## src/assert_macros.svh

```systemverilog
// ---------------------------------------------------------------------------
// Assertion macros
// Shared concurrent assertion forms for the DDA line rasteriser.
// ---------------------------------------------------------------------------
`ifndef ASSERT_MACROS_SVH
`define ASSERT_MACROS_SVH

// Same-cycle implication, disabled while reset is asserted (active low).
`define ASSERT_IMPL(lbl, clk_s, rstn_s, ante, cons, msg) \
  lbl: assert property (@(posedge clk_s) disable iff (!rstn_s) (ante) |-> (cons)) \
    else $error(msg);

// Next-cycle implication, disabled while reset is asserted (active low).
`define ASSERT_NEXT(lbl, clk_s, rstn_s, ante, cons, msg) \
  lbl: assert property (@(posedge clk_s) disable iff (!rstn_s) (ante) |=> (cons)) \
    else $error(msg);

`endif

```

## src/dda_pkg.sv

```systemverilog
// ---------------------------------------------------------------------------
// DDA rasteriser package
// Request and pixel payload types shared by the rasteriser modules.
// ---------------------------------------------------------------------------
package dda_pkg;

  localparam int FIELD_W = 6;
  localparam int INK_W   = 4;

  typedef struct packed {
    logic [FIELD_W-1:0] start_x;
    logic [FIELD_W-1:0] start_y;
    logic [FIELD_W-1:0] end_x;
    logic [FIELD_W-1:0] end_y;
    logic [INK_W-1:0]   ink;
  } dda_in_t;

  typedef struct packed {
    logic [FIELD_W-1:0] pixel_x;
    logic [FIELD_W-1:0] pixel_y;
    logic [INK_W-1:0]   pixel_ink;
    logic               last;
  } dda_out_t;

endpackage

```

## src/dda_line_rasterizer_top.sv

```systemverilog
// ---------------------------------------------------------------------------
// DDA line rasteriser, top level
// Segment requests in, DDA pixels out, with a setup queue in between.
// ---------------------------------------------------------------------------
// Each request is one segment on a 2^COORD_BITS square tile; the block
// returns its DDA pixels in order, one per result, with last set on the
// final one. The step count L is the larger axis span; the first pixel is
// the start point, or one pixel below it on a decreasing axis, and a
// segment gives L results, while a segment with equal endpoints gives none.
// Increments carry FRAC_BITS fractional bits, truncated toward zero. On a
// shallow run toward row or column 0 the minor axis may floor to -1, which
// comes out as all ones. The front end takes a request, runs a bit-serial
// divider that forms both increments together, then pushes the setup into
// a two-entry queue; it takes no new request until that push is done. The
// stepper loads a setup and then emits one pixel per cycle while the
// output is not stalled. As the two halves overlap, the divider can work on
// the next segment while the stepper walks the current one.
module dda_line_rasterizer_top #(
  parameter int COORD_BITS = 6,
  parameter int FRAC_BITS  = 16
) (
  input  logic              clk,
  input  logic              rst_n,
  input  logic              in_valid,
  output logic              in_ready,
  input  dda_pkg::dda_in_t  in_data,
  output logic              out_valid,
  input  logic              out_ready,
  output dda_pkg::dda_out_t out_data
);
  import dda_pkg::*;

  `include "assert_macros.svh"

  // setup record: two accumulators, two increments, step count, ink
  localparam int REC_W = 2 * (COORD_BITS + FRAC_BITS + 2) + 2 * (FRAC_BITS + 2)
                         + COORD_BITS + INK_W;

  logic             q_push, q_pop, q_full, q_empty;
  logic [REC_W-1:0] q_wdata, q_rdata;

  // front: request decode and increment division
  dda_front #(
    .COORD_BITS (COORD_BITS),
    .FRAC_BITS  (FRAC_BITS),
    .REC_W      (REC_W)
  ) u_front (
    .clk       (clk),
    .rst_n     (rst_n),
    .in_valid  (in_valid),
    .in_ready  (in_ready),
    .in_data   (in_data),
    .push      (q_push),
    .push_data (q_wdata),
    .q_full    (q_full)
  );

  // decoupling queue, lets the divider run ahead of the pixel run
  dda_queue #(
    .W (REC_W)
  ) u_queue (
    .clk       (clk),
    .rst_n     (rst_n),
    .push      (q_push),
    .push_data (q_wdata),
    .pop       (q_pop),
    .pop_data  (q_rdata),
    .full      (q_full),
    .empty     (q_empty)
  );

  // back: accumulator walk and output register
  dda_back #(
    .COORD_BITS (COORD_BITS),
    .FRAC_BITS  (FRAC_BITS),
    .REC_W      (REC_W)
  ) u_back (
    .clk       (clk),
    .rst_n     (rst_n),
    .q_empty   (q_empty),
    .pop_data  (q_rdata),
    .pop       (q_pop),
    .out_valid (out_valid),
    .out_ready (out_ready),
    .out_data  (out_data)
  );

  // queue overflow / underflow, and no gap inside a run
  `ASSERT_IMPL(a_no_push_full, clk, rst_n, q_push, !q_full, "push into full setup queue")
  `ASSERT_IMPL(a_no_pop_empty, clk, rst_n, q_pop, !q_empty, "pop from empty setup queue")
  `ASSERT_NEXT(a_run_no_gap, clk, rst_n, out_valid && out_ready && !out_data.last, out_valid, "bubble inside a pixel run")

endmodule

```

## src/dda_front.sv

```systemverilog
// ---------------------------------------------------------------------------
// DDA front end
// Accepts a segment request, finds spans and step count, runs a bit-serial
// divider for both axis increments and pushes a setup record to the queue.
// ---------------------------------------------------------------------------
module dda_front #(
  parameter int COORD_BITS = 6,
  parameter int FRAC_BITS  = 16,
  parameter int REC_W      = 2 * (COORD_BITS + FRAC_BITS + 2) + 2 * (FRAC_BITS + 2)
                             + COORD_BITS + 4
) (
  input  logic                 clk,
  input  logic                 rst_n,
  input  logic                 in_valid,
  output logic                 in_ready,
  input  dda_pkg::dda_in_t     in_data,
  output logic                 push,
  output logic [REC_W-1:0]     push_data,
  input  logic                 q_full
);
  import dda_pkg::*;

  localparam int C     = COORD_BITS;
  localparam int F     = FRAC_BITS;
  localparam int ACC_W = C + F + 2;
  localparam int INC_W = F + 2;
  localparam int DIV_N = C + F;
  localparam int CNT_W = $clog2(DIV_N + 1);

  typedef struct packed {
    logic signed [ACC_W-1:0] acc_x;
    logic signed [ACC_W-1:0] acc_y;
    logic signed [INC_W-1:0] inc_x;
    logic signed [INC_W-1:0] inc_y;
    logic [C-1:0]            steps;
    logic [INK_W-1:0]        ink;
  } rec_t;

  typedef enum logic [1:0] {S_IDLE, S_DIV, S_PUSH} state_t;

  state_t                  state_r;
  logic [CNT_W-1:0]        cnt_r;
  logic [C-1:0]            steps_r;
  logic [C-1:0]            dvdx_r, dvdy_r;
  logic [C-1:0]            remx_r, remy_r;
  logic [F:0]              qx_r, qy_r;
  logic                    negx_r, negy_r;
  logic signed [ACC_W-1:0] accx_r, accy_r;
  logic [INK_W-1:0]        ink_r;

  // accept-time decode
  logic [C-1:0]            sx, sy, ex, ey, adx, ady, steps_in;
  logic                    posx, posy, negx, negy;
  logic signed [ACC_W-1:0] accx_in, accy_in, half_v;

  // divider step
  logic [C:0]              trialx, trialy;
  logic                    gex, gey;
  logic [C-1:0]            remx_nxt, remy_nxt;

  logic signed [INC_W-1:0] qxs, qys;
  rec_t                    rec;

  always_comb begin
    sx   = in_data.start_x[C-1:0];
    sy   = in_data.start_y[C-1:0];
    ex   = in_data.end_x[C-1:0];
    ey   = in_data.end_y[C-1:0];
    posx = ex > sx;
    negx = ex < sx;
    posy = ey > sy;
    negy = ey < sy;
    adx  = posx ? ex - sx : sx - ex;
    ady  = posy ? ey - sy : sy - ey;
    steps_in = (adx >= ady) ? adx : ady;
    half_v   = ACC_W'(1) <<< (F - 1);
    accx_in  = $signed({2'b00, sx, {F{1'b0}}});
    accy_in  = $signed({2'b00, sy, {F{1'b0}}});
    if (posx) begin
      accx_in = accx_in + half_v;
    end else if (negx) begin
      accx_in = accx_in - half_v;
    end
    if (posy) begin
      accy_in = accy_in + half_v;
    end else if (negy) begin
      accy_in = accy_in - half_v;
    end
  end

  // restoring division, one quotient bit a cycle on each axis
  always_comb begin
    trialx   = {remx_r, dvdx_r[C-1]};
    trialy   = {remy_r, dvdy_r[C-1]};
    gex      = trialx >= {1'b0, steps_r};
    gey      = trialy >= {1'b0, steps_r};
    remx_nxt = gex ? C'(trialx - {1'b0, steps_r}) : trialx[C-1:0];
    remy_nxt = gey ? C'(trialy - {1'b0, steps_r}) : trialy[C-1:0];
  end

  always_comb begin
    qxs       = $signed({1'b0, qx_r});
    qys       = $signed({1'b0, qy_r});
    rec.acc_x = accx_r;
    rec.acc_y = accy_r;
    rec.inc_x = negx_r ? -qxs : qxs;
    rec.inc_y = negy_r ? -qys : qys;
    rec.steps = steps_r;
    rec.ink   = ink_r;
    push_data = rec;
    push      = (state_r == S_PUSH) && !q_full;
    in_ready  = (state_r == S_IDLE);
  end

  always_ff @(posedge clk) begin
    if (!rst_n) begin
      state_r <= S_IDLE;
      cnt_r   <= '0;
    end else begin
      unique case (state_r)
        S_IDLE: begin
          if (in_valid) begin
            steps_r <= steps_in;
            dvdx_r  <= adx;
            dvdy_r  <= ady;
            remx_r  <= '0;
            remy_r  <= '0;
            qx_r    <= '0;
            qy_r    <= '0;
            negx_r  <= negx;
            negy_r  <= negy;
            accx_r  <= accx_in;
            accy_r  <= accy_in;
            ink_r   <= in_data.ink;
            cnt_r   <= CNT_W'(DIV_N);
            // equal endpoints give no pixels: drop the request
            if (steps_in != '0) begin
              state_r <= S_DIV;
            end
          end
        end
        S_DIV: begin
          remx_r <= remx_nxt;
          remy_r <= remy_nxt;
          qx_r   <= {qx_r[F-1:0], gex};
          qy_r   <= {qy_r[F-1:0], gey};
          dvdx_r <= {dvdx_r[C-2:0], 1'b0};
          dvdy_r <= {dvdy_r[C-2:0], 1'b0};
          cnt_r  <= cnt_r - 1'b1;
          if (cnt_r == CNT_W'(1)) begin
            state_r <= S_PUSH;
          end
        end
        S_PUSH: begin
          if (!q_full) begin
            state_r <= S_IDLE;
          end
        end
        default: begin
          state_r <= S_IDLE;
        end
      endcase
    end
  end

endmodule

```

## src/dda_queue.sv

```systemverilog
// ---------------------------------------------------------------------------
// DDA setup queue
// Two-entry register FIFO between the front end and the pixel stepper.
// ---------------------------------------------------------------------------
module dda_queue #(
  parameter int W = 8
) (
  input  logic         clk,
  input  logic         rst_n,
  input  logic         push,
  input  logic [W-1:0] push_data,
  input  logic         pop,
  output logic [W-1:0] pop_data,
  output logic         full,
  output logic         empty
);
  import dda_pkg::*;

  localparam int DEPTH = 2;
  localparam int PTR_W = $clog2(DEPTH);
  localparam int CNT_W = $clog2(DEPTH + 1);

  logic [W-1:0]     mem_r [DEPTH];
  logic [PTR_W-1:0] wr_ptr_r, rd_ptr_r;
  logic [CNT_W-1:0] count_r;

  assign full     = (count_r == CNT_W'(DEPTH));
  assign empty    = (count_r == '0);
  assign pop_data = mem_r[rd_ptr_r];

  always_ff @(posedge clk) begin
    if (push) begin
      mem_r[wr_ptr_r] <= push_data;
    end
  end

  always_ff @(posedge clk) begin
    if (!rst_n) begin
      wr_ptr_r <= '0;
      rd_ptr_r <= '0;
      count_r  <= '0;
    end else begin
      if (push) begin
        wr_ptr_r <= (wr_ptr_r == PTR_W'(DEPTH - 1)) ? '0 : wr_ptr_r + 1'b1;
      end
      if (pop) begin
        rd_ptr_r <= (rd_ptr_r == PTR_W'(DEPTH - 1)) ? '0 : rd_ptr_r + 1'b1;
      end
      case ({push, pop})
        2'b10:   count_r <= count_r + 1'b1;
        2'b01:   count_r <= count_r - 1'b1;
        default: count_r <= count_r;
      endcase
    end
  end

endmodule

```

## src/dda_back.sv

```systemverilog
// ---------------------------------------------------------------------------
// DDA pixel stepper
// Takes a setup record and walks both accumulators, one pixel per cycle
// while the output is not stalled, into a registered output stage.
// ---------------------------------------------------------------------------
module dda_back #(
  parameter int COORD_BITS = 6,
  parameter int FRAC_BITS  = 16,
  parameter int REC_W      = 2 * (COORD_BITS + FRAC_BITS + 2) + 2 * (FRAC_BITS + 2)
                             + COORD_BITS + 4
) (
  input  logic                 clk,
  input  logic                 rst_n,
  input  logic                 q_empty,
  input  logic [REC_W-1:0]     pop_data,
  output logic                 pop,
  output logic                 out_valid,
  input  logic                 out_ready,
  output dda_pkg::dda_out_t    out_data
);
  import dda_pkg::*;

  localparam int C     = COORD_BITS;
  localparam int F     = FRAC_BITS;
  localparam int ACC_W = C + F + 2;
  localparam int INC_W = F + 2;

  typedef struct packed {
    logic signed [ACC_W-1:0] acc_x;
    logic signed [ACC_W-1:0] acc_y;
    logic signed [INC_W-1:0] inc_x;
    logic signed [INC_W-1:0] inc_y;
    logic [C-1:0]            steps;
    logic [INK_W-1:0]        ink;
  } rec_t;

  rec_t                    rec;
  logic                    busy_r;
  logic signed [ACC_W-1:0] accx_r, accy_r;
  logic signed [INC_W-1:0] incx_r, incy_r;
  logic [C-1:0]            cnt_r;
  logic [INK_W-1:0]        ink_r;
  logic                    out_valid_r;
  dda_out_t                out_r;
  logic                    adv;
  logic [C-1:0]            px, py;

  always_comb begin
    rec = rec_t'(pop_data);
    pop = !busy_r && !q_empty;
    adv = busy_r && (!out_valid_r || out_ready);
    // floor of a two's complement fixed-point value is its integer bits
    px  = accx_r[F+C-1:F];
    py  = accy_r[F+C-1:F];
  end

  assign out_valid = out_valid_r;
  assign out_data  = out_r;

  always_ff @(posedge clk) begin
    if (pop) begin
      accx_r <= rec.acc_x;
      accy_r <= rec.acc_y;
      incx_r <= rec.inc_x;
      incy_r <= rec.inc_y;
      cnt_r  <= rec.steps;
      ink_r  <= rec.ink;
    end else if (adv) begin
      accx_r <= accx_r + ACC_W'(incx_r);
      accy_r <= accy_r + ACC_W'(incy_r);
      cnt_r  <= cnt_r - 1'b1;
    end
    if (adv) begin
      out_r.pixel_x   <= FIELD_W'(px);
      out_r.pixel_y   <= FIELD_W'(py);
      out_r.pixel_ink <= ink_r;
      out_r.last      <= (cnt_r == C'(1));
    end
  end

  always_ff @(posedge clk) begin
    if (!rst_n) begin
      busy_r      <= 1'b0;
      out_valid_r <= 1'b0;
    end else begin
      if (pop) begin
        busy_r <= 1'b1;
      end else if (adv && (cnt_r == C'(1))) begin
        busy_r <= 1'b0;
      end
      if (adv) begin
        out_valid_r <= 1'b1;
      end else if (out_ready) begin
        out_valid_r <= 1'b0;
      end
    end
  end

endmodule
```

## config.mk

```make
export PLATFORM = sky130hd
export DESIGN_NAME = dda_line_rasterizer_top
export DESIGN_NICKNAME = d
export VERILOG_FILES = /design/src/dda_pkg.sv /design/src/dda_line_rasterizer_top.sv /design/src/dda_front.sv /design/src/dda_queue.sv /design/src/dda_back.sv
export VERILOG_INCLUDE_DIRS = /design/src /design/src/src
export SDC_FILE = /design/constraint.sdc
export NUM_CORES = 1
export LEC_CHECK = 0
export ABC_AREA = 1
export BUFFER_PORTS_ARGS = -buffer_cell sky130_fd_sc_hd__buf_4
export CAP_MARGIN = 40
export CORE_MARGIN = 3
export CORE_UTILIZATION = 45
export CTS_CLUSTER_DIAMETER = 120
export DETAILED_ROUTE_END_ITERATION = 10
export PLACE_DENSITY = 0.71
export SYNTH_ARGS = -nofsm -noshare
export SYNTH_HDL_FRONTEND = slang
export SYNTH_HIERARCHICAL = 1
export SYNTH_SLANG_ARGS = --single-unit
```

## constraint.sdc

```tcl
create_clock -name clk -period 5.2 [get_ports clk]
set_clock_uncertainty 0.15 [all_clocks]
set_input_delay 1.04 -clock clk [delete_from_list [all_inputs] [get_ports clk]]
set_output_delay 1.04 -clock clk [all_outputs]
set_load 0.005 [all_outputs]
```

==> reports/summary.txt <==
Starting Density: 46.1%
DIE AREA: 47,300 µm²
Commonest cells after routing, fill and taps aside: nand2_1 (491), edfxtp_1 (371), inv_1 (256)
Critical Path RT: 5450 ps
Power density over cell area: 564 nW/µm²
Ports: 51
Clock Path Buffers: 3
CTS root buf: clkbuf_16
Post-synthesis cell area: 20,100 µm²
Largest net degree at the start of global routing: 60
Post_cts resized: 0
# diodes: 0
RSZ-0062 raised after global routing: no
Hold Fails Final Rpt: 0
Maximum Capacitance Violations: 0
Critical path peak fanout: 11
Crit start category: primary input
Detailed Route WL: 40,400 µm
Mapped Avg Cell Area: 10.3 µm²
Clock transition at path regs: 60 ps
TritonCTS Buffers: 41
CTS Hold Bufs: 0
Final Critical Period: 3810 ps
Routability cong.: 0.883
Final hold slack: 287 ps
Fmax: 0.262 GHz
Postcts setup bufs: 0
Fill cells: 3,814
R2R Path End: u_back/accx_r[14]$_DFFE_PP_
Grt total ovfl: 0
Worst Setup Path Type: primary input to register
HPWL after DPL: 29,200 µm
Synth-to-Final Area Change: 11.1%
Reg-to-Reg Start: u_queue/count_r[0]$_SDFFE_PN0P_
Syn. warnings: 6
Nets: 2,146
Port buffer count: 50
Critical Path AT: 4060 ps
DR WL/cell: 15.4 µm
HP Class: register to register
Reg2reg path depth: 6
Core box area: 43,600 µm²
Run status: completed
CP peak stage delay: 420 ps
Least-Margin Pin Slew: 791 ps
Fin util: 51.3%
Most common cell after layout, fill and taps aside: nand2_1
Syn Inst Count: 1,947
Reg2Reg Setup Slack: 2310 ps
CP most frequent cell: nand2_1
Rel. slew slack: 46.8%
1st-pass router iterations: 5
CTS tree: done
Cells after DPL: 2,557
Initial antenna violation count: 2
Crit path depth: 25
Vias per cell: 4.92
Tot GR Track Use: 17.3%
Skew-Pair Late Insertion Delay: 530 ps
Chip width: 218 µm
Share of layout cells above drive strength 1: 13.2%
Die Y: 218 µm
Leak pwr: 9.30 nW
H-Tree Depth: 2
1st-iter DRT viols: 767
Setup violators final: 0
Fin crit share: 73.4%
Global-route wire length before repair: 65,800 µm
Delay-heaviest family, CP: simple AND/OR/NAND/NOR gates
Slowest CP cell: fa_1
DR vias: 12.9k
Number of global-route vias before repair: 12.9k
Worst Path Buf+Inv: 4
Hold path startpoint: u_back/ink_r[2]$_DFFE_PP_
Clock tree sinks: 385
Rows: 76
Final ANT Viol Nets: 0
DRC: 0
VDD IR max: 240 µV
Setup TNS Final: 0 ps
Hold EP: u_back/out_data[3]$_DFFE_PP_
Fin cells: 2,630
Final-report max-slew violation count: 0
Reg area: 11,400 µm²
Multi-input logic area: 7380 µm²
Worst Hold Depth: 0
Crit end category: register
[registers in the layout, summed over array words and instances (netlist names), 7 cells and up, named ones only]
name and cells:
u_queue/mem_r 180, u_front/accx_r 7, u_front/qy_r 17, u_back/incx_r 18, u_back/accx_r 22, u_back/out_data 17, u_back/incy_r 18, u_back/accy_r 22
u_front/accy_r 7, u_front/qx_r 17
[power by group]
group / switching (W) / internal, W / total, W
Clock: 0.00114 / 0.00171 / 0.00285
Sequential: 0.000311 / 0.00442 / 0.00473
Combinational: 0.00327 / 0.00177 / 0.00504
[worst max-delay path by stage]
stage / start / to / slack (ps)
3_3_place_gp: in_data[10] / u_front/state_r[0]$_SDFFE_PN0P_ / 950
4_1_cts: in_data[10] / u_front/state_r[0]$_SDFFE_PN0P_ / 1440
3_5_place_dp: in_data[10] / u_front/state_r[0]$_SDFFE_PN0P_ / 880
6_report: in_data[10] / u_front/state_r[0]$_SDFFE_PN0P_ / 1390
2_1_floorplan: u_queue/count_r[0]$_SDFFE_PN0P_ / u_queue/mem_r[0][0]$_DFFE_PP_ / 100
5_1_grt: in_data[10] / u_front/state_r[0]$_SDFFE_PN0P_ / 1030
[final cells by class]
type | count | area share (%)
inverters | 267 | 4.48
clock buffers | 54 | 4.85
well taps | 585 | 3.27
clock inverters | 19 | 0.967
flip-flops and latches | 385 | 51.0
repair buffers | 64 | 2.40
multi-input cells | 1256 | 33.0
[stage by stage]
step	worst slack, ps	instance area (µm²)	total power, W
2_1_floorplan	98.3	20300	0.00855
3_3_place_gp	948	21000	0.00969
3_5_place_dp	884	21100	0.00982
4_1_cts	1440	22400	0.0127
5_1_grt	1030	22400	0.0136
6_report	1390	22400	0.0126
[layer usage]
layer / vias to the layer above / global-route usage, % / part of all wire (%)
li1: 6565 / - / -
met1: 6041 / 24.7 / 48
met2: 274 / 27.7 / 45
met3: 58 / 2.86 / 5.3
met4: 2 / 4.57 / 1.9
met5: - / 0 / 0.032
(Power assumes the default switching activity.)
